===== src/rtl/one_wire_rom_search_unit_macros.svh =====
// ----------------------------------------------------------------------------
// One-wire ROM search unit - assertion macros
// Shared concurrent assertion forms, clocked on clk, disabled in reset.
// ----------------------------------------------------------------------------
`ifndef ONE_WIRE_ROM_SEARCH_UNIT_MACROS_SVH
`define ONE_WIRE_ROM_SEARCH_UNIT_MACROS_SVH

// Same-cycle implication.
`define OWS_ASSERT_IMPLIES(label, ante, cons, msg) \
    label: assert property (@(posedge clk) disable iff (!rst_n) (ante) |-> (cons)) \
        else $error(msg);

// Next-cycle implication.
`define OWS_ASSERT_NEXT(label, ante, cons, msg) \
    label: assert property (@(posedge clk) disable iff (!rst_n) (ante) |=> (cons)) \
        else $error(msg);

`endif


===== src/rtl/ows_pkg.sv =====
// ----------------------------------------------------------------------------
// ows_pkg
// Types, codes and the CRC-8 helper for the one-wire ROM search unit.
// ----------------------------------------------------------------------------
`timescale 1ns / 1ps
`default_nettype none

package ows_pkg;

    localparam int ID_BYTES_DEF = 8;
    localparam int FAMILY_LIMIT = 9;
    localparam logic [7:0] CRC_POLY = 8'h8C;

    typedef enum logic [1:0] {
        FN_FIRST    = 2'd0,
        FN_NEXT     = 2'd1,
        FN_PRESENCE = 2'd2,
        FN_BITS     = 2'd3
    } func_t;

    typedef enum logic [2:0] {
        K_AWAIT     = 3'd0,
        K_COMMAND   = 3'd1,
        K_DIRECTION = 3'd2,
        K_FINISHED  = 3'd3,
        K_IGNORED   = 3'd4
    } kind_t;

    typedef enum logic [1:0] {
        PH_IDLE   = 2'd0,
        PH_WAIT   = 2'd1,
        PH_SEARCH = 2'd2
    } phase_t;

    typedef struct packed {
        func_t func;
        logic  presence;
        logic  id_bit;
        logic  complement_bit;
    } ows_item_t;

    typedef struct packed {
        kind_t      kind;
        logic       dir_bit;
        logic       found;
        logic [3:0] family_branch;
        logic       last_device;
    } ows_flags_t;

    // Dallas CRC-8, reflected, one byte
    function automatic logic [7:0] ows_crc8(input logic [7:0] crc, input logic [7:0] data);
        logic [7:0] c;
        logic       mix;
        c = crc;
        for (int i = 0; i < 8; i++)
        begin
            mix = c[0] ^ data[i];
            c   = c >> 1;
            if (mix)
            begin
                c = c ^ CRC_POLY;
            end
        end
        return c;
    endfunction

endpackage

`default_nettype wire


===== src/rtl/ows_engine.sv =====
// ----------------------------------------------------------------------------
// ows_engine
// Search state and combinational decision logic for one item.
// ----------------------------------------------------------------------------
`timescale 1ns / 1ps
`default_nettype none

module ows_engine
    import ows_pkg::*;
#(
    parameter int ID_BYTES = ID_BYTES_DEF
)
(
    input  wire logic                    clk,
    input  wire logic                    rst_n,
    input  wire logic                    step,
    input  wire ows_item_t               item,
    output ows_flags_t                   flags,
    output logic [ID_BYTES*8-1:0]        device_id
);

    localparam int ID_BITS = ID_BYTES * 8;
    localparam int POS_W   = $clog2(ID_BITS + 2);
    localparam int IDX_W   = $clog2(ID_BITS);

    logic [ID_BITS-1:0] id_store_reg,      id_store_next;
    logic [POS_W-1:0]   branch_point_reg,  branch_point_next;
    logic [3:0]         family_branch_reg, family_branch_next;
    logic               done_mark_reg,     done_mark_next;
    logic [POS_W-1:0]   bit_position_reg,  bit_position_next;
    logic [POS_W-1:0]   newest_zero_reg,   newest_zero_next;
    logic [7:0]         crc_acc_reg,       crc_acc_next;
    phase_t             phase_reg,         phase_next;

    // search datapath for a bit pair
    logic [IDX_W-1:0]   idx;
    logic [ID_BITS-1:0] mask;
    logic               dir;
    logic               zero_taken;
    logic [ID_BITS-1:0] id_upd;
    logic [7:0]         byte_sel;
    logic [7:0]         crc_upd;
    logic [POS_W-1:0]   newest_upd;
    logic [3:0]         family_upd;
    logic               last_bit;
    logic               crc_ok;

    always_comb
    begin
        idx  = IDX_W'(bit_position_reg - POS_W'(1));
        mask = {{(ID_BITS-1){1'b0}}, 1'b1} << idx;
        if (item.id_bit != item.complement_bit)
        begin
            dir = item.id_bit;
        end
        else if (bit_position_reg < branch_point_reg)
        begin
            dir = id_store_reg[idx];
        end
        else
        begin
            dir = (bit_position_reg == branch_point_reg);
        end
        zero_taken = (item.id_bit == item.complement_bit) && !dir;
        id_upd     = dir ? (id_store_reg | mask) : (id_store_reg & ~mask);
        byte_sel   = id_upd[{idx[IDX_W-1:3], 3'b000} +: 8];
        crc_upd    = (idx[2:0] == 3'b111) ? ows_crc8(crc_acc_reg, byte_sel) : crc_acc_reg;
        newest_upd = zero_taken ? bit_position_reg : newest_zero_reg;
        family_upd = (zero_taken && (bit_position_reg < POS_W'(FAMILY_LIMIT)))
                     ? bit_position_reg[3:0] : family_branch_reg;
        last_bit   = (bit_position_reg == POS_W'(ID_BITS));
        crc_ok     = (crc_upd == 8'h00);
    end

    always_comb
    begin
        id_store_next      = id_store_reg;
        branch_point_next  = branch_point_reg;
        family_branch_next = family_branch_reg;
        done_mark_next     = done_mark_reg;
        bit_position_next  = bit_position_reg;
        newest_zero_next   = newest_zero_reg;
        crc_acc_next       = crc_acc_reg;
        phase_next         = phase_reg;
        flags.kind         = K_IGNORED;
        flags.dir_bit      = 1'b0;
        flags.found        = 1'b0;

        case (item.func)
            FN_FIRST, FN_NEXT:
            begin
                if (item.func == FN_FIRST)
                begin
                    id_store_next = '0;
                end
                // only a next search checks the done mark; a first search wipes it
                if (item.func == FN_NEXT && done_mark_reg)
                begin
                    branch_point_next  = '0;
                    family_branch_next = '0;
                    done_mark_next     = 1'b0;
                    phase_next         = PH_IDLE;
                    flags.kind         = K_FINISHED;
                end
                else
                begin
                    if (item.func == FN_FIRST)
                    begin
                        branch_point_next  = '0;
                        family_branch_next = '0;
                        done_mark_next     = 1'b0;
                    end
                    phase_next        = PH_WAIT;
                    bit_position_next = POS_W'(1);
                    newest_zero_next  = '0;
                    crc_acc_next      = '0;
                    flags.kind        = K_AWAIT;
                end
            end
            FN_PRESENCE:
            begin
                if (phase_reg == PH_WAIT)
                begin
                    if (item.presence)
                    begin
                        phase_next = PH_SEARCH;
                        flags.kind = K_COMMAND;
                    end
                    else
                    begin
                        branch_point_next  = '0;
                        family_branch_next = '0;
                        done_mark_next     = 1'b0;
                        phase_next         = PH_IDLE;
                        flags.kind         = K_FINISHED;
                    end
                end
            end
            FN_BITS:
            begin
                if (phase_reg == PH_SEARCH)
                begin
                    if (item.id_bit && item.complement_bit)
                    begin
                        branch_point_next  = '0;
                        family_branch_next = '0;
                        done_mark_next     = 1'b0;
                        phase_next         = PH_IDLE;
                        flags.kind         = K_FINISHED;
                    end
                    else
                    begin
                        flags.dir_bit      = dir;
                        id_store_next      = id_upd;
                        newest_zero_next   = newest_upd;
                        family_branch_next = family_upd;
                        bit_position_next  = bit_position_reg + POS_W'(1);
                        crc_acc_next       = crc_upd;
                        if (last_bit)
                        begin
                            if (crc_ok)
                            begin
                                branch_point_next = newest_upd;
                                if (newest_upd == '0)
                                begin
                                    done_mark_next = 1'b1;
                                end
                            end
                            // bad CRC or zero family code: failure
                            if (!crc_ok || id_upd[7:0] == 8'h00)
                            begin
                                branch_point_next  = '0;
                                family_branch_next = '0;
                                done_mark_next     = 1'b0;
                            end
                            else
                            begin
                                flags.found = 1'b1;
                            end
                            phase_next = PH_IDLE;
                            flags.kind = K_FINISHED;
                        end
                        else
                        begin
                            flags.kind = K_DIRECTION;
                        end
                    end
                end
            end
            default:
            begin
                flags.kind = K_IGNORED;
            end
        endcase

        flags.family_branch = family_branch_next;
        flags.last_device   = done_mark_next;
        device_id           = id_store_next;
    end

    always_ff @(posedge clk or negedge rst_n)
    begin
        if (!rst_n)
        begin
            id_store_reg      <= '0;
            branch_point_reg  <= '0;
            family_branch_reg <= '0;
            done_mark_reg     <= 1'b0;
            bit_position_reg  <= POS_W'(1);
            newest_zero_reg   <= '0;
            crc_acc_reg       <= '0;
            phase_reg         <= PH_IDLE;
        end
        else if (step)
        begin
            id_store_reg      <= id_store_next;
            branch_point_reg  <= branch_point_next;
            family_branch_reg <= family_branch_next;
            done_mark_reg     <= done_mark_next;
            bit_position_reg  <= bit_position_next;
            newest_zero_reg   <= newest_zero_next;
            crc_acc_reg       <= crc_acc_next;
            phase_reg         <= phase_next;
        end
    end

endmodule

`default_nettype wire


===== src/rtl/one_wire_rom_search_unit.sv =====
// Items pass the input register, then the result register, one per cycle unless
// m_axis_tready stalls; a new item is taken while a result waits to be taken.
// The search state is updated in the single cycle an item moves to the result register.
// Reset (rst_n low, asynchronous) clears both stage valids and all search state;
// bit position returns to 1 and the phase to idle.
// ----------------------------------------------------------------------------
// one_wire_rom_search_unit
// Search ROM decision engine: registered input stage, decision, result stage.
// ----------------------------------------------------------------------------
`timescale 1ns / 1ps
`default_nettype none

`include "one_wire_rom_search_unit_macros.svh"

module one_wire_rom_search_unit
    import ows_pkg::*;
#(
    parameter int ID_BYTES = ID_BYTES_DEF
)
(
    input  wire logic                                   clk,
    input  wire logic                                   rst_n,
    input  wire logic                                   s_axis_tvalid,
    output logic                                        s_axis_tready,
    // [0] presence, [1] id_bit, [2] complement_bit, [7:3] zero
    input  wire logic [7:0]                             s_axis_tdata,
    // [1:0] func
    input  wire logic [1:0]                             s_axis_tuser,
    output logic                                        m_axis_tvalid,
    input  wire logic                                   m_axis_tready,
    // [0] dir_bit, [1] found, [ID+1:2] device_id, [ID+5:ID+2] family_branch_out,
    // [ID+6] last_device, rest zero
    output logic [((ID_BYTES*8+7+7)/8)*8-1:0]           m_axis_tdata,
    // [2:0] kind
    output logic [2:0]                                  m_axis_tuser
);

    localparam int ID_BITS    = ID_BYTES * 8;
    localparam int OUT_DATA_W = ((ID_BITS + 7 + 7) / 8) * 8;

    logic               in_valid_reg;
    ows_item_t          in_item_reg;
    logic               out_valid_reg;
    ows_flags_t         out_flags_reg;
    logic [ID_BITS-1:0] out_id_reg;

    logic               out_free;
    logic               step;
    ows_flags_t         eng_flags;
    logic [ID_BITS-1:0] eng_id;

    assign out_free      = !out_valid_reg || m_axis_tready;
    assign step          = in_valid_reg && out_free;
    assign s_axis_tready = !in_valid_reg || out_free;

    ows_engine #(
        .ID_BYTES (ID_BYTES)
    ) u_engine (
        .clk       (clk),
        .rst_n     (rst_n),
        .step      (step),
        .item      (in_item_reg),
        .flags     (eng_flags),
        .device_id (eng_id)
    );

    always_ff @(posedge clk or negedge rst_n)
    begin
        if (!rst_n)
        begin
            in_valid_reg  <= 1'b0;
            out_valid_reg <= 1'b0;
        end
        else
        begin
            if (s_axis_tvalid && s_axis_tready)
            begin
                in_valid_reg <= 1'b1;
            end
            else if (step)
            begin
                in_valid_reg <= 1'b0;
            end
            if (step)
            begin
                out_valid_reg <= 1'b1;
            end
            else if (m_axis_tready)
            begin
                out_valid_reg <= 1'b0;
            end
        end
    end

    always_ff @(posedge clk)
    begin
        if (s_axis_tvalid && s_axis_tready)
        begin
            in_item_reg.func           <= func_t'(s_axis_tuser);
            in_item_reg.presence       <= s_axis_tdata[0];
            in_item_reg.id_bit         <= s_axis_tdata[1];
            in_item_reg.complement_bit <= s_axis_tdata[2];
        end
        if (step)
        begin
            out_flags_reg <= eng_flags;
            out_id_reg    <= eng_id;
        end
    end

    assign m_axis_tvalid = out_valid_reg;
    assign m_axis_tuser  = out_flags_reg.kind;
    assign m_axis_tdata  = OUT_DATA_W'({out_flags_reg.last_device, out_flags_reg.family_branch,
                                        out_id_reg, out_flags_reg.found,
                                        out_flags_reg.dir_bit});

    `OWS_ASSERT_IMPLIES(a_found_only_finished,
        m_axis_tvalid && out_flags_reg.found,
        out_flags_reg.kind == K_FINISHED,
        "found set on a result that does not end a pass")
    `OWS_ASSERT_IMPLIES(a_dir_only_bits,
        m_axis_tvalid && out_flags_reg.dir_bit,
        out_flags_reg.kind == K_DIRECTION || out_flags_reg.kind == K_FINISHED,
        "direction bit on a result with no bit decision")
    `OWS_ASSERT_IMPLIES(a_stall_only_full,
        !s_axis_tready,
        in_valid_reg && out_valid_reg && !m_axis_tready,
        "input stalled while a stage is free")
    `OWS_ASSERT_NEXT(a_step_gives_result,
        step,
        out_valid_reg,
        "decided item did not reach the result register")

endmodule

`default_nettype wire

===== config.mk =====
export PLATFORM = sky130hd
export DESIGN_NAME = one_wire_rom_search_unit
export DESIGN_NICKNAME = d
export VERILOG_FILES = /design/src/rtl/ows_pkg.sv /design/src/rtl/ows_engine.sv /design/src/rtl/one_wire_rom_search_unit.sv
export VERILOG_INCLUDE_DIRS = /design/src /design/src/rtl
export SDC_FILE = /design/constraint.sdc
export NUM_CORES = 1
export LEC_CHECK = 0
export BUFFER_PORTS_ARGS = -buffer_cell sky130_fd_sc_hd__buf_2
export CAP_MARGIN = 10
export CORE_MARGIN = 2
export CORE_UTILIZATION = 53
export DETAILED_ROUTE_END_ITERATION = 8
export PLACE_DENSITY = 0.83
export SETUP_SLACK_MARGIN = 0.2
export SLEW_MARGIN = 20
export SYNTH_ARGS = -nofsm -noshare
export SYNTH_HDL_FRONTEND = slang
export SYNTH_SLANG_ARGS = --single-unit

===== constraint.sdc =====
create_clock -name clk -period 9.8 [get_ports clk]
set_clock_uncertainty 0.2 [all_clocks]
set_input_delay 0.49 -clock clk [delete_from_list [all_inputs] [get_ports clk]]
set_output_delay 0.49 -clock clk [all_outputs]
set_load 0.1 [all_outputs]

After elaboration in Yosys (flattened, before gate mapping)
Cells that the tools add are included.
- input bits: 14
- word-level logic and storage cells: 176
- output and inout port bits: 77
- bits in registers: 181
- $add $sub $neg: 2
- eq/ne operators: 18
- reduce and logical (&&, ||, !) cells: 26
- multiplexer cells: 83
- bitwise gates (word level): 22
- order comparisons: 3
- shifts and indexed selects: 2
- operators with widths (operator ; count):
    2-to-1 mux 64 bit ; 4
    case mux 64 bit (2 select lines) ; 1
    2-to-1 mux 7 bit ; 16
    2-to-1 mux 8 bit ; 12
    bitwise AND 64 bit ; 1
    inverter 64 bit ; 1
    bitwise OR 64 bit ; 1
    variable part select 64 x 7 -> 8 bit ; 1
    left shift 1 x 6 -> 64 bit (first input constant) ; 1
    2-to-1 mux 4 bit ; 9
    case mux 7 bit (2 select lines) ; 2
    inverter 2 -> 3 bit ; 8
    2-to-1 mux 1 bit ; 21
    case mux 7 bit (3 select lines) ; 1
    zero test 8 bit ; 2
    2-to-1 mux 2 bit ; 8
    case mux 8 bit (2 select lines) ; 1
    case mux 4 bit (3 select lines) ; 1
    case mux 3 bit (3 select lines) ; 1
    bitwise XOR 1 bit ; 8
    adder 7 x 1 -> 7 bit (second input constant) ; 1
    == test 7 bit ; 1
    == test 7 bit (second input constant) ; 1
    zero test 7 bit ; 1
    other kinds (30) ; 52

Longest topological paths before layout
Gate-level depths: netlist (run 1).
- depth after elaboration: 32
- gate-level depth with buffers: 22
- depth with buffers taken out: 17

Cells and area by module
A second synthesis (run 1) with hierarchy kept.
- cell total of the unflattened synthesis: 1282
- area total of the unflattened synthesis: 11662.4 sq um
- by module, submodules not included (module ; instances ; area an instance (sq um) ; cells an instance):
    ows_engine ; 1 ; 9175.0 ; 1193
    one_wire_rom_search_unit ; 1 ; 2487.4 ; 89

Worst setup path after synthesis (run 1)
Ideal clock, no wire load.
- kind: reg-to-reg
- start: register u_engine.bit_position_reg[0]
- end: register u_engine.branch_point_reg[0]
- setup time: 74 ps
- arrival: 5945 ps
- slack: 3581 ps
- stages on the path, launching flop included: 22
- path through: dfstp_2 buf_2 inv_1 ha_1 buf_2 buf_2 mux4_2 mux2i_1 a21oi_1 a2111oi_4 a211oi_2 buf_2 buf_2 a32oi_1 o22ai_1 a211oi_1 xnor2_1 xnor3_1 o31a_1 or4b_4 or4_4 o21ai_2
- cells in the longest elaborated chain, start to end: 28
- elaborated cells between the ends (all ways): 55
- those cells by class: add/sub (1); order compare (1); eq/ne (5); shift (2); mux (21); bitwise (18); reduce/logical (7)
- ends and longest elaborated chain (element ; RTL line ; source):
    start, declared ; ows_engine.sv:30 ; logic [POS_W-1:0] bit_position_reg, bit_position_next;
    start signal, assigned ; ows_engine.sv:220 ; bit_position_reg <= bit_position_next;
    subtractor 6 x 1 -> 6 bit ; ows_engine.sv:50 ; idx = IDX_W'(bit_position_reg - POS_W'(1));
    binary-select mux 1 bit (select 6 bit) ; ows_engine.sv:58 ; dir = id_store_reg[idx];
    2-to-1 mux 1 bit (implied by the code) ; ows_engine.sv:58 ;
    2-to-1 mux 1 bit ; ows_engine.sv:56 ; else if (bit_position_reg < branch_point_reg)
    2-to-1 mux 1 bit ; ows_engine.sv:52 ; if (item.id_bit != item.complement_bit)
    2-to-1 mux 64 bit ; ows_engine.sv:65 ; id_upd = dir ? (id_store_reg | mask) : (id_store_reg & ~mask);
    variable part select 64 x 7 -> 8 bit ; ows_engine.sv:66 ; byte_sel = id_upd[{idx[IDX_W-1:3], 3'b000} +: 8];
    bitwise XOR 1 bit ; ows_pkg.sv:57 ; mix = c[0] ^ data[i];
    [12 not listed] ; - ;
    zero test 8 bit ; ows_engine.sv:72 ; crc_ok = (crc_upd == 8'h00);
    zero test 1 bit ; ows_engine.sv:170 ; if (!crc_ok || id_upd[7:0] == 8'h00)
    logical OR 1 bit ; ows_engine.sv:170 ;
    2-to-1 mux 7 bit ; ows_engine.sv:170 ;
    2-to-1 mux 7 bit ; ows_engine.sv:159 ; if (last_bit)
    2-to-1 mux 7 bit ; ows_engine.sv:143 ; if (item.id_bit && item.complement_bit)
    2-to-1 mux 7 bit ; ows_engine.sv:141 ; if (phase_reg == PH_SEARCH)
    case mux 7 bit (3 select lines) ; ows_engine.sv:89 ; case (item.func)
    end signal, assigned ; ows_engine.sv:217 ; branch_point_reg <= branch_point_next;
    end, declared ; ows_engine.sv:27 ; logic [POS_W-1:0] branch_point_reg, branch_point_next;
Several ways; a longest one is shown, not always the timed one. The select of a mux whose other input is x is not followed.
A chain may end at the register's enable or synchronous reset.

Worst setup path in the final report (run 1)
- start: register u_engine.bit_position_reg[0]
- end: register u_engine.branch_point_reg[3]
Same word-level chain as after synthesis.

==> Flow_metrics.wiki, run 1 <==
{| class="wikitable"
! Metric !! Value
|-
| Run status || finished clean
|-
| Largest fanout of any net on the critical path || 33
|-
| Post-synthesis share of cell area spent on full adders, half adders and majority gates || between 1.5 and 2%
|-
| GRT overflow || 0
|-
| Crit path capture type || register
|-
| Area fraction in and, or, nand and nor cells after synthesis || between 20% and 30%
|-
| Initial Utilization || between 50 and 60%
|-
| CTS clk-pin slew, worst paths || 0.07 ns
|-
| Maximum count of clock buffers along a single path || 2
|-
| Vias || 10504
|-
| Fraction of final layout cells sized beyond drive strength 1 || approximately 14%
|-
| TritonRoute pass-1 iters || 6
|-
| Worst slew margin relative to its limit || about a quarter
|-
| RSZ-0062 raised after global routing || false
|-
| Post-Synthesis Cells || about 1200
|-
| Count of routing violations after the opening detailed-route iteration || 1165
|-
| Sequential cell area fraction in the yosys report || between 40 and 50%
|-
| Cell variety after synth || 85
|-
| Count of final max-slew check failures || 0
|-
| Combinational family with the most area after synthesis || compound AO/OA/AOI/OAI gates
|-
| Total instance count after detailed placement || about 1500
|-
| GRT Overall Usage || a little under a third
|-
| Highest-delay cell along the critical path || ha_1
|-
| Worst hold path stage count || 1
|-
| Synth Area in XOR/XNOR || 2.40%
|-
| Worst path required time || around 10 ns
|-
| Routed wirelength normalized by instance count || approximately 22 µm
|-
| Die boundary height || 149 µm
|-
| Pin count of the biggest net entering global routing || 109
|-
| Peak ir drop on the vdd network || 130 µV
|-
| Vias in the first global route || approximately 10000
|-
| Final worst path period share || a little over four fifths
|-
| Fill cell instance count of the final layout || around 1800
|-
| Mux contribution to synthesized area || 4.54%
|-
| I/O pins || slightly above 90
|-
| Worst-margin pin slew || between 1 and 1.5 ns
|-
| Clk root buf || clkbuf_16
|-
| Total of cells resized after clock tree synthesis || 0
|-
| Number of nets with antenna violations after detailed routing || 0
|-
| Setup Crit Path Kind || register to register
|-
| Number of I/O port buffers || 84
|-
| Flop-to-flop setup slack || around 1.6 ns
|-
| Post-Syn Nets || ~1300
|-
| Number of buffers added to fix hold violations after cts || 1
|-
| Reg area || 0.00493 mm²
|-
| Floorplan Core Area || approximately 0.021 mm²
|-
| Area taken by multi-input logic gates || just under 0.006 mm²
|-
| Number of non-filler instances in the completed layout || around 1600
|-
| Yosys warnings || 0
|-
| First-pass GRT wire length || 54300 µm
|-
| Highest Clock Rate || 122 MHz
|-
| PwrDens || about 230 mW/mm²
|-
| Static Leak || roughly 5.1 nW
|-
| Post-CTS Repair Setup Buffers || 0
|-
| Area of the die || 0.0223 mm²
|-
| Remaining routing DRC violations || 0
|-
| Async S/R FF share, synth || 56.4%
|-
| Setup TNS after final layout || 0 ns
|-
| Final critical path time including I/O delays and setup || slightly above 8 ns
|-
| Cell type group with the largest total delay on the critical path || compound AO/OA/AOI/OAI gates
|-
| Maximum level of the CTS H-tree || 4
|-
| Routed wire length || approximately 35000 µm
|-
| Worst min-delay path category || input port to register
|-
| Number of cells traversed by the worst register-to-register path || 17
|-
| Bufs and invs on worst path || 1
|-
| Startpoint kind of the worst setup timing path || register
|-
| Post-synthesis area per instance || between 8 and 9 µm²
|-
| Clock net sink count || 181
|-
| Initial antenna violation count || 0
|-
| Hold Violations, Final || 0
|-
| Synthesized-area fraction occupied by ao, oa, aoi and oai cells || between 20% and 30%
|-
| Signed area change from the synthesized netlist to the final layout || 10.8%
|-
| Commonest cells after routing, fill and taps aside || nand2_1, o21ai_0, dfrtp_1
|-
| Stages on the worst setup path || 17
|-
| Most common cell after layout, fill and taps aside || nand2_1
|-
| Cell Rows || 53
|-
| Slowest stage delay, CP || 1.17 ns
|-
| Clock tree from TritonCTS || done
|-
| Via density || 6.66
|-
| Antenna diode count || 0
|-
| Post-Synthesis Cell Area || around 0.011 mm²
|-
| Die Wd || between 100 and 150 µm
|-
| Commonest register cell after synthesis || dfrtp_1
|-
| FF+latch count, synth || 181
|-
| Critical path arrival || about 8.4 ns
|-
| Number of synthesized flops with an enable pin || between 70 and 80
|-
| Max-cap violation count || 0
|-
| Crit-path cells || inv_1 -> ha_1 -> mux4_2 -> mux2i_1 -> a21oi_1 -> a2111oi_4 -> a211o_1 -> a211oi_1 -> a211oi_1 -> xnor3_1 -> xnor3_1 -> a2111oi_0 -> a311o_1 -> nand4_1 -> or4b_4 -> or4_4 -> o21ai_2
|-
| Final Net Count || 1316
|-
| CTS buffer count || 17
|-
| Hpwl dp || 24100 µm
|-
| Final setup fails || 0
|-
| Worst skew pair latency || approximately 0.44 ns
|-
| RePlAce Congestion || ~1
|}
[layout make-up]
cell class / count / area share (%)
Tap cell: 275 / 2.77
Multi-Input combinational cell: 952 / 46.9
Clock inverter: 11 / 1.11
Timing Repair Buffer: 104 / 4.67
Inverter: 32 / 0.989
Clock buffer: 21 / 3.79
Sequential cell: 181 / 39.7
[path summary, 6_finish.rpt]
check	endpoint	startpoint
setup / recovery	u_engine.branch_point_reg[3]$_DFFE_PN0P_	u_engine.bit_position_reg[0]$_DFFE_PN1P_
hold / removal	in_item_reg[1]$_DFFE_PP_	s_axis_tdata[1]
setup reg to reg	u_engine.branch_point_reg[3]$_DFFE_PN0P_	u_engine.bit_position_reg[0]$_DFFE_PN1P_
hold reg to reg	u_engine.branch_point_reg[5]$_DFFE_PN0P_	u_engine.branch_point_reg[5]$_DFFE_PN0P_
max in group asynchronous	u_engine.family_branch_reg[0]$_DFFE_PN0P_	rst_n
min in group asynchronous	u_engine.id_store_reg[35]$_DFFE_PN0P_	rst_n
[worst register-to-register path: cells and delay by family, from the launching register on]
family / cells / cell delay [ns]
compound gates: 8 / 2.44
simple gates: 3 / 1.33
fa+ha+maj: 1 / 1.17
flops: 1 / 1.13
xor+xnor: 2 / 0.73
mux: 2 / 0.69
buf+inv: 1 / 0.46
[cell usage after synthesis (6+ instances only)]
| cell type | instances | area share [%] |
|---|---|---|
| nand4_1 | 6 | 0.34 |
| o211ai_1 | 8 | 0.54 |
| nor2b_1 | 8 | 0.45 |
| buf_1 | 9 | 0.30 |
| a22o_1 | 53 | 4.1 |
| mux4_2 | 14 | 2.8 |
| and3_1 | 9 | 0.50 |
| xnor2_1 | 17 | 1.3 |
| a22oi_1 | 7 | 0.47 |
| a31oi_1 | 10 | 0.56 |
| o31ai_1 | 8 | 0.54 |
| nand2b_1 | 11 | 0.61 |
| mux2i_1 | 17 | 1.5 |
| o21ai_0 | 132 | 5.9 |
| nand3_1 | 31 | 1.4 |
| edfxtp_1 | 79 | 21 |
| a211o_1 | 6 | 0.47 |
| o21ai_2 | 9 | 0.70 |
| ha_1 | 14 | 1.6 |
| clkbuf_1 | 56 | 1.9 |
| dfrtp_1 | 101 | 23 |
| a21oi_1 | 57 | 2.5 |
| and2_1 | 11 | 0.61 |
| o311ai_0 | 6 | 0.47 |
| nor3_1 | 36 | 1.6 |
| o22ai_1 | 9 | 0.50 |
| buf_2 | 10 | 0.45 |
| nor4_1 | 9 | 0.50 |
| a211oi_1 | 14 | 0.94 |
| inv_1 | 30 | 1.0 |
| nand2_1 | 270 | 9.1 |
| nor2_1 | 66 | 2.2 |
| or3_1 | 11 | 0.61 |
| xor2_1 | 6 | 0.47 |
[stage by stage]
step                      util [%]  cell area (µm²)  hold WS (ns)  setup WS [ns]  total power (W)
final                         59.4            12400        0.0289           1.58          0.00280
after global routing          59.4            12400        0.0165           1.22          0.00290
after CTS                     59.3            12400        0.0142           1.71          0.00276
after detailed placement      56.4            11800         0.269           1.76          0.00206
after global placement        56.4            11800         0.261           1.94          0.00204
after floorplan                  -            11200      -0.00559           3.58          0.00176
[cells by family after synthesis]
group / count (synthesis)
and+or+nand+nor: 495
DFF: 181
other: 1
xor gates and xnor gates: 26
muxes: 33
AOI/OAI and AO/OA: 383
buffers and inverters: 113
adders and majority gates: 14
[report_power, final]
part	total [W]	switching [W]	leakage [nW]	internal [W]
clock network	0.000713	0.000311	0.295	0.000402
registers	0.000897	0.0000567	2.19	0.000840
logic	0.00120	0.000864	2.66	0.000332
[layer usage]
metal	share of wire [%]	vias up	GRT usage [%]
li1	-	4680	-
met1	38	5008	40.1
met2	47	658	51.8
met3	9.8	158	6.24
met4	5.2	0	16.2
met5	0	-	0
Note: power is estimated with default switching activity, not from simulation.
==> run 2: changes to the inputs <==
PLACE_DENSITY = 0.86   (was 0.83)
clock period = 7.3 ns   (was 9.8 ns; I/O delays follow)
==> Flow_metrics.wiki, run 2 (synthesized netlist as in run 1, its figures left out) <==
{| class="wikitable"
! Metric !! Value
|-
| Worst-margin pin slew || 1.07 ns (was 1.12 ns)
|-
| Worst skew pair latency || 0.45 ns (was 0.44 ns)
|-
| CTS buffer count || 17 (unchanged)
|-
| Total of cells resized after clock tree synthesis || 0 (unchanged)
|-
| Routed wirelength normalized by instance count || 22.3 µm (was 22.2 µm)
|-
| GRT overflow || 0 (unchanged)
|-
| Highest-delay cell along the critical path || a211oi_1 (was ha_1)
|-
| Hold Violations, Final || 0 (unchanged)
|-
| Setup TNS after final layout || 0 ns (unchanged)
|-
| Number of I/O port buffers || 84 (unchanged)
|-
| Number of nets with antenna violations after detailed routing || 0 (unchanged)
|-
| I/O pins || 91 (unchanged)
|-
| Peak ir drop on the vdd network || 228 µV (was 130 µV)
|-
| Initial antenna violation count || 0 (unchanged)
|-
| Worst slew margin relative to its limit || 29.0% (was 25.6%)
|-
| Count of routing violations after the opening detailed-route iteration || 1518 (was 1165)
|-
| Floorplan Core Area || 0.0209 mm² (unchanged)
|-
| First-pass GRT wire length || 54900 µm (was 54300 µm)
|-
| Clock tree from TritonCTS || done (unchanged)
|-
| Pin count of the biggest net entering global routing || 95 (was 109)
|-
| Clk root buf || clkbuf_16 (unchanged)
|-
| Hpwl dp || 24500 µm (was 24100 µm)
|-
| Largest fanout of any net on the critical path || 20 (was 33)
|-
| Clock net sink count || 181 (unchanged)
|-
| Post-Place Cell Area || 0.0119 mm² (was 0.0118 mm²)
|-
| Met3 GRT Util || 5.72% (was 6.24%)
|-
| Vias in the first global route || 9890 (was 10025)
|-
| Final Net Count || 1336 (was 1316)
|-
| Area of the die || 0.0223 mm² (unchanged)
|-
| Final setup fails || 0 (unchanged)
|-
| Signed area change from the synthesized netlist to the final layout || 12.3% (was 10.8%)
|-
| Crit path capture type || register (unchanged)
|-
| Met2 routing resource usage after global routing || 51.8% (about the same)
|-
| Cell Rows || 53 (unchanged)
|-
| Commonest cells after routing, fill and taps aside || nand2_1, o21ai_0, dfrtp_1 (unchanged)
|-
| Number of buffers added to fix hold violations after cts || 7 (was 1)
|-
| Setup Crit Path Kind || register to register (unchanged)
|-
| Met1 Use GR || 42.1% (was 40.1%)
|-
| CTS clk-pin slew, worst paths || 0.07 ns (about the same)
|-
| Run status || finished clean (unchanged)
|-
| Highest Clock Rate || 144 MHz (was 122 MHz)
|-
| Static Leak || 5.23 nW (was 5.14 nW)
|-
| Max-cap violation count || 0 (unchanged)
|-
| Die boundary height || 149 µm (unchanged)
|-
| Startpoint kind of the worst setup timing path || register (unchanged)
|-
| Initial Utilization || 53.6% (unchanged)
|-
| PwrDens || 304 mW/mm² (was 226 mW/mm²)
|-
| Vias || 10618 (was 10504)
|-
| Most common cell after layout, fill and taps aside || nand2_1 (unchanged)
|-
| Critical path arrival || 7.13 ns (was 8.38 ns)
|-
| Via density || 6.65 (was 6.66)
|-
| Count of final max-slew check failures || 0 (unchanged)
|-
| Slowest stage delay, CP || 0.60 ns (was 1.17 ns)
|-
| Busiest layer in global routing || met2 (unchanged)
|-
| Die Wd || 149 µm (unchanged)
|-
| Worst path required time || 7.47 ns (was 9.96 ns)
|-
| Hold WS || 0.0358 ns (was 0.0289 ns)
|-
| Final worst path period share || 95.3% (was 83.9%)
|-
| Post-Layout Inst Area || 0.0126 mm² (was 0.0124 mm²)
|-
| Worst min-delay path category || input port to register (unchanged)
|-
| TritonRoute pass-1 iters || 7 (was 6)
|-
| RePlAce Congestion || 1.05 (was 1.00)
|-
| GRT Overall Usage || 32.3% (was 31.7%)
|-
| Post-CTS Repair Setup Buffers || 0 (unchanged)
|-
| Crit-path cells || inv_1 -> ha_1 -> buf_4 -> mux4_2 -> mux2i_1 -> a21oi_1 -> a2111oi_4 -> a211o_1 -> a211oi_1 -> a211oi_1 -> xnor3_1 -> xnor3_1 -> a2111oi_0 -> a311o_1 -> nand4_1 -> or4b_4 -> or4_4 -> o21ai_2 (was inv_1 -> ha_1 -> mux4_2 -> mux2i_1 -> a21oi_1 -> a2111oi_4 -> a211o_1 -> a211oi_1 -> a211oi_1 -> xnor3_1 -> xnor3_1 -> a2111oi_0 -> a311o_1 -> nand4_1 -> or4b_4 -> or4_4 -> o21ai_2)
|-
| Fraction of final layout cells sized beyond drive strength 1 || 14.6% (was 14.0%)
|-
| Maximum level of the CTS H-tree || 4 (unchanged)
|-
| Maximum count of clock buffers along a single path || 2 (unchanged)
|-
| Antenna diode count || 0 (unchanged)
|-
| Routed wire length || 35600 µm (was 34900 µm)
|-
| Final critical path time including I/O delays and setup || 6.96 ns (was 8.22 ns)
|-
| Remaining routing DRC violations || 0 (unchanged)
|-
| RSZ-0062 raised after global routing || false (unchanged)
|}
run 2: cell count changes in the layout (fill, tap and decap cells not counted), sizes merged:
cell	before	now
buf	103	117
dlygate4sd3	1	7
clkinv	5	2
clkinvlp	1	4
clkbuf	21	19
bufinv	2	3
inv	35	36
run 2: routing by layer:
layer	up-vias	part of all wire (%)
met5	-	0
met3	155	8.4
met1	5079	39
li1	4706	-
met2	678	47
met4	0	5.6
run 2: area by class of cell:
cell class / count / area (µm²)
clock buffers: 19 / 433
clock inverters: 13 / 170
fillers: 1716 / 8330
inverters: 32 / 123
multi-input cells: 952 / 5810
flip-flops and latches: 181 / 4930
well taps: 275 / 344
repair buffers: 124 / 753
run 2: final timing paths:
check | from | endpoint | slack [ns] | cells after the start
max in group asynchronous | rst_n | u_engine.crc_acc_reg[0]$_DFFE_PN0P_ | 5.41 | 3
min | m_axis_tready | in_valid_reg$_DFFE_PN0P_ | 0.04 | 3
max reg2reg | u_engine.bit_position_reg[0]$_DFFE_PN1P_ | u_engine.branch_point_reg[0]$_DFFE_PN0P_ | 0.34 | 18
min reg2reg | u_engine.branch_point_reg[2]$_DFFE_PN0P_ | u_engine.branch_point_reg[2]$_DFFE_PN0P_ | 0.28 | 2
max | u_engine.bit_position_reg[0]$_DFFE_PN1P_ | u_engine.branch_point_reg[0]$_DFFE_PN0P_ | 0.34 | 18
min in group asynchronous | rst_n | u_engine.id_store_reg[33]$_DFFE_PN0P_ | 0.29 | 2
run 2: where the power goes:
group | switching, W | total, W | leakage [nW] | internal [W]
Sequential | 0.0000404 | 0.00117 | 2.19 | 0.00113
Combinational | 0.00121 | 0.00168 | 2.76 | 0.000470
Clock | 0.000425 | 0.000970 | 0.281 | 0.000544
run 2: worst max-delay path: cells and delay by family (launching register included):
| family | cells | cell delay (ns) |
|---|---|---|
| compound gates | 8 | 2.44 |
| xor+xnor | 2 | 0.72 |
| fa+ha+maj | 1 | 0.43 |
| buf+inv | 2 | 0.59 |
| flops | 1 | 0.55 |
| mux | 2 | 0.63 |
| simple gates | 3 | 1.31 |
run 2: metrics by stage:
stage / setup WS, ns / cells / power, W / utilization, %
floorplan: 1.08 / 1246 / 0.00237 / -
global placement: 0.715 / 1557 / 0.00278 / 56.9
detailed placement: 0.591 / 1557 / 0.00280 / 56.9
CTS: 0.527 / 1596 / 0.00377 / 60.1
global route: 0.212 / 1596 / 0.00395 / 60.1
finish: 0.340 / 1596 / 0.00382 / 60.1
==> run 3: changes to the inputs <==
ABC_AREA = 1   (was default)
==> Flow_metrics.wiki, run 3 <==
{| class="wikitable"
! Metric !! Value
|-
| FF+latch count, synth || 181 (unchanged)
|-
| Most common cell after layout, fill and taps aside || nand2_1 (unchanged)
|-
| Most frequently used cell type in the post-synthesis netlist || nand2_1 (unchanged)
|-
| TritonRoute pass-1 iters || 7 (unchanged)
|-
| Clock net sink count || 181 (unchanged)
|-
| Critical path arrival || 5.88 ns (was 7.13 ns)
|-
| Pwr Total || 0.00574 W (was 0.00382 W)
|-
| Count of final max-slew check failures || 0 (unchanged)
|-
| Run status || finished clean (unchanged)
|-
| Cell types with the largest area share after synthesis || dfrtp_1, edfxtp_1, nand2_1 (unchanged)
|-
| Cell type group with the largest total delay on the critical path || simple AND/OR/NAND/NOR gates (was compound AO/OA/AOI/OAI gates)
|-
| Proportion of netlist area held by the largest area contributor || 22.7% (was 22.6%)
|-
| Count of routing violations after the opening detailed-route iteration || 1375 (was 1518)
|-
| Startpoint kind of the worst setup timing path || register (unchanged)
|-
| Commonest cells after routing, fill and taps aside || nand2_1, o21ai_0, nand3_1 (was nand2_1, o21ai_0, dfrtp_1)
|-
| Max-cap violation count || 0 (unchanged)
|-
| Die boundary height || 149 µm (about the same)
|-
| Worst slew margin relative to its limit || 34.3% (was 29.0%)
|-
| Post-Syn Nets || 1547 (was 1274)
|-
| Slowest stage delay, CP || 0.82 ns (was 0.60 ns)
|-
| RSZ-0062 raised after global routing || false (unchanged)
|-
| Final worst path period share || 78.0% (was 95.3%)
|-
| Most used cell along the critical path || nand2_1
|-
| Clk root buf || clkbuf_16 (unchanged)
|-
| Number of I/O port buffers || 84 (unchanged)
|-
| Initial antenna violation count || 0 (unchanged)
|-
| Hpwl dp || 19400 µm (was 24500 µm)
|-
| Area of the die || 0.0221 mm² (was 0.0223 mm²)
|-
| Final setup fails || 0 (unchanged)
|-
| Commonest register cell after synthesis || dfrtp_1 (unchanged)
|-
| Die Wd || 149 µm (about the same)
|-
| Hold Violations, Final || 0 (unchanged)
|-
| Bufs and invs on worst path || 4 (was 2)
|-
| RePlAce Congestion || 0.932 (was 1.05)
|-
| Setup TNS after final layout || 0 ns (unchanged)
|-
| Pin count of the biggest net entering global routing || 109 (was 95)
|-
| I/O pins || 91 (unchanged)
|-
| Peak ir drop on the vdd network || 217 µV (was 228 µV)
|-
| Worst path required time || 7.48 ns (was 7.47 ns)
|-
| Worst min-delay path category || input port to async pin (was input port to register)
|-
| Worst-margin pin slew || 0.986 ns (was 1.07 ns)
|-
| PwrDens || 468 mW/mm² (was 304 mW/mm²)
|-
| Routed wirelength normalized by instance count || 16.2 µm (was 22.3 µm)
|-
| First-pass GRT wire length || 49100 µm (was 54900 µm)
|-
| GRT Overall Usage || 27.8% (was 32.3%)
|-
| Worst skew pair latency || 0.44 ns (was 0.45 ns)
|-
| Signed area change from the synthesized netlist to the final layout || 10.3% (was 12.3%)
|-
| Worst slack after detailed placement || 1.76 ns (was 0.591 ns)
|-
| Crit path capture type || register (unchanged)
|-
| Final Net Count || 1593 (was 1336)
|-
| GRT overflow || 0 (unchanged)
|-
| Highest-delay cell along the critical path || xnor2_4 (was a211oi_1)
|-
| CTS buffer count || 17 (unchanged)
|-
| Library cell with the largest summed area after synthesis || dfrtp_1 (unchanged)
|-
| Sequential cell area fraction in the yosys report || 44.3% (was 44.0%)
|-
| Final setup slack of the worst path || 1.61 ns (was 0.340 ns)
|-
| Routed wire length || 29900 µm (was 35600 µm)
|-
| Via density || 5.82 (was 6.65)
|-
| Cell Rows || 52 (was 53)
|-
| Fraction of final layout cells sized beyond drive strength 1 || 12.7% (was 14.6%)
|-
| Static Leak || 5.55 nW (was 5.23 nW)
|-
| Cell variety after synth || 42 (was 85)
|-
| Maximum level of the CTS H-tree || 4 (unchanged)
|-
| Remaining routing DRC violations || 0 (unchanged)
|-
| Number of synthesized flops with an enable pin || 79 (unchanged)
|-
| Vias in the first global route || 10055 (was 9890)
|-
| Antenna diode count || 0 (unchanged)
|-
| Final critical path time including I/O delays and setup || 5.69 ns (was 6.96 ns)
|-
| Floorplan Core Area || 0.0204 mm² (was 0.0209 mm²)
|-
| Vias || 10748 (was 10618)
|-
| Maximum count of clock buffers along a single path || 2 (unchanged)
|-
| Total instance count after detailed placement || 1808 (was 1557)
|-
| Clock tree from TritonCTS || done (unchanged)
|-
| Highest Clock Rate || 176 MHz (was 144 MHz)
|-
| Yosys warnings || 0 (unchanged)
|-
| Post-Synthesis Cells || 1519 (was 1246)
|-
| Setup Crit Path Kind || register to register (unchanged)
|-
| Async S/R FF share, synth || 56.4% (unchanged)
|-
| Post-Synthesis Cell Area || 0.0111 mm² (was 0.0112 mm²)
|-
| Total of cells resized after clock tree synthesis || 0 (unchanged)
|-
| Initial Utilization || 54.4% (was 53.6%)
|-
| Number of nets with antenna violations after detailed routing || 0 (unchanged)
|-
| Number of non-filler instances in the completed layout || 1848 (was 1596)
|-
| Commonest cells in the synthesized netlist || nand2_1, o21ai_0, nand3_1, inv_1, nor2_1 (was nand2_1, o21ai_0, dfrtp_1, edfxtp_1, nor2_1)
|-
| Post-synthesis area per instance || 7.32 µm² (was 8.98 µm²)
|-
| Largest fanout of any net on the critical path || 38 (was 20)
|-
| CTS clk-pin slew, worst paths || 0.07 ns (about the same)
|}
## run 3: cell count changes in the layout (fill, tap and decap cells not counted), sizes merged, moves of 19 or more
cell	delta
nand2	+244
nand3	+151
inv	+109
a22o	-53
nor2	+46
o21ai	+44
a21oi	-24
nor3	-19
## run 3: cells by family (layout without fill, tap and decap cells)
| kind of cell | Yosys count | count (layout) | share of synthesized area [%] |
|---|---|---|---|
| xor+xnor | 2 | 2 | 0.394 |
| buf+inv | 228 | 287 | 8.98 |
| simple gates | 839 | 839 | 32.6 |
| other cells | 1 | 1 | 0.0337 |
| fa+ha+maj | 14 | 14 | 1.58 |
| compound gates | 254 | 254 | 12.0 |
| flops | 181 | 181 | 44.3 |
## run 3: layout make-up
| cell class | instances | area [µm²] |
|---|---|---|
| multi-input cells | 1110 | 5210 |
| fillers | 1773 | 8170 |
| clock inverters | 12 | 125 |
| repair buffers | 110 | 663 |
| well taps | 270 | 338 |
| inverters | 145 | 551 |
| clock buffers | 20 | 447 |
| flip-flops and latches | 181 | 4930 |
## run 3: final timing paths
path / cells past startpoint / start / end / slack (ns)
max: 33 / u_engine.bit_position_reg[0]$_DFFE_PN1P_ / u_engine.family_branch_reg[0]$_DFFE_PN0P_ / 1.61
min: 2 / rst_n / u_engine.id_store_reg[55]$_DFFE_PN0P_ / 0.24
max reg2reg: 33 / u_engine.bit_position_reg[0]$_DFFE_PN1P_ / u_engine.family_branch_reg[0]$_DFFE_PN0P_ / 1.61
min reg2reg: 2 / u_engine.branch_point_reg[3]$_DFFE_PN0P_ / u_engine.branch_point_reg[3]$_DFFE_PN0P_ / 0.29
max in group asynchronous: 3 / rst_n / u_engine.bit_position_reg[6]$_DFFE_PN0P_ / 5.37
min in group clk: 2 / u_engine.branch_point_reg[3]$_DFFE_PN0P_ / u_engine.branch_point_reg[3]$_DFFE_PN0P_ / 0.29
## run 3: layer usage
| layer | GRT usage (%) | vias to the layer above | share of wire [%] |
|---|---|---|---|
| li1 | - | 5074 | - |
| met1 | 37.4 | 4918 | 40 |
| met2 | 44.3 | 649 | 46 |
| met3 | 5.50 | 107 | 9.9 |
| met4 | 12.0 | 0 | 4.0 |
| met5 | 0 | - | 0 |
## run 3: repair_timing
action                    in CTS  in global routing
hold buffers                   8                  0
hold endpoints to repair      43                  0
setup buffers                  0                  0
## run 3: through the flow
stage	hold WS [ns]	util (%)	cell area, µm²
after floorplan	-0.131	-	11100
after global placement	0.174	56.8	11600
after detailed placement	0.180	56.8	11600
after CTS	0.259	60.0	12300
after global routing	0.294	60.0	12300
final	0.245	60.0	12300
## run 3: power by group
group | internal [W] | switching [W] | leakage [nW]
Clock | 0.000486 | 0.000423 | 0.279
Combinational | 0.000808 | 0.00255 | 3.12
Sequential | 0.00134 | 0.000131 | 2.15
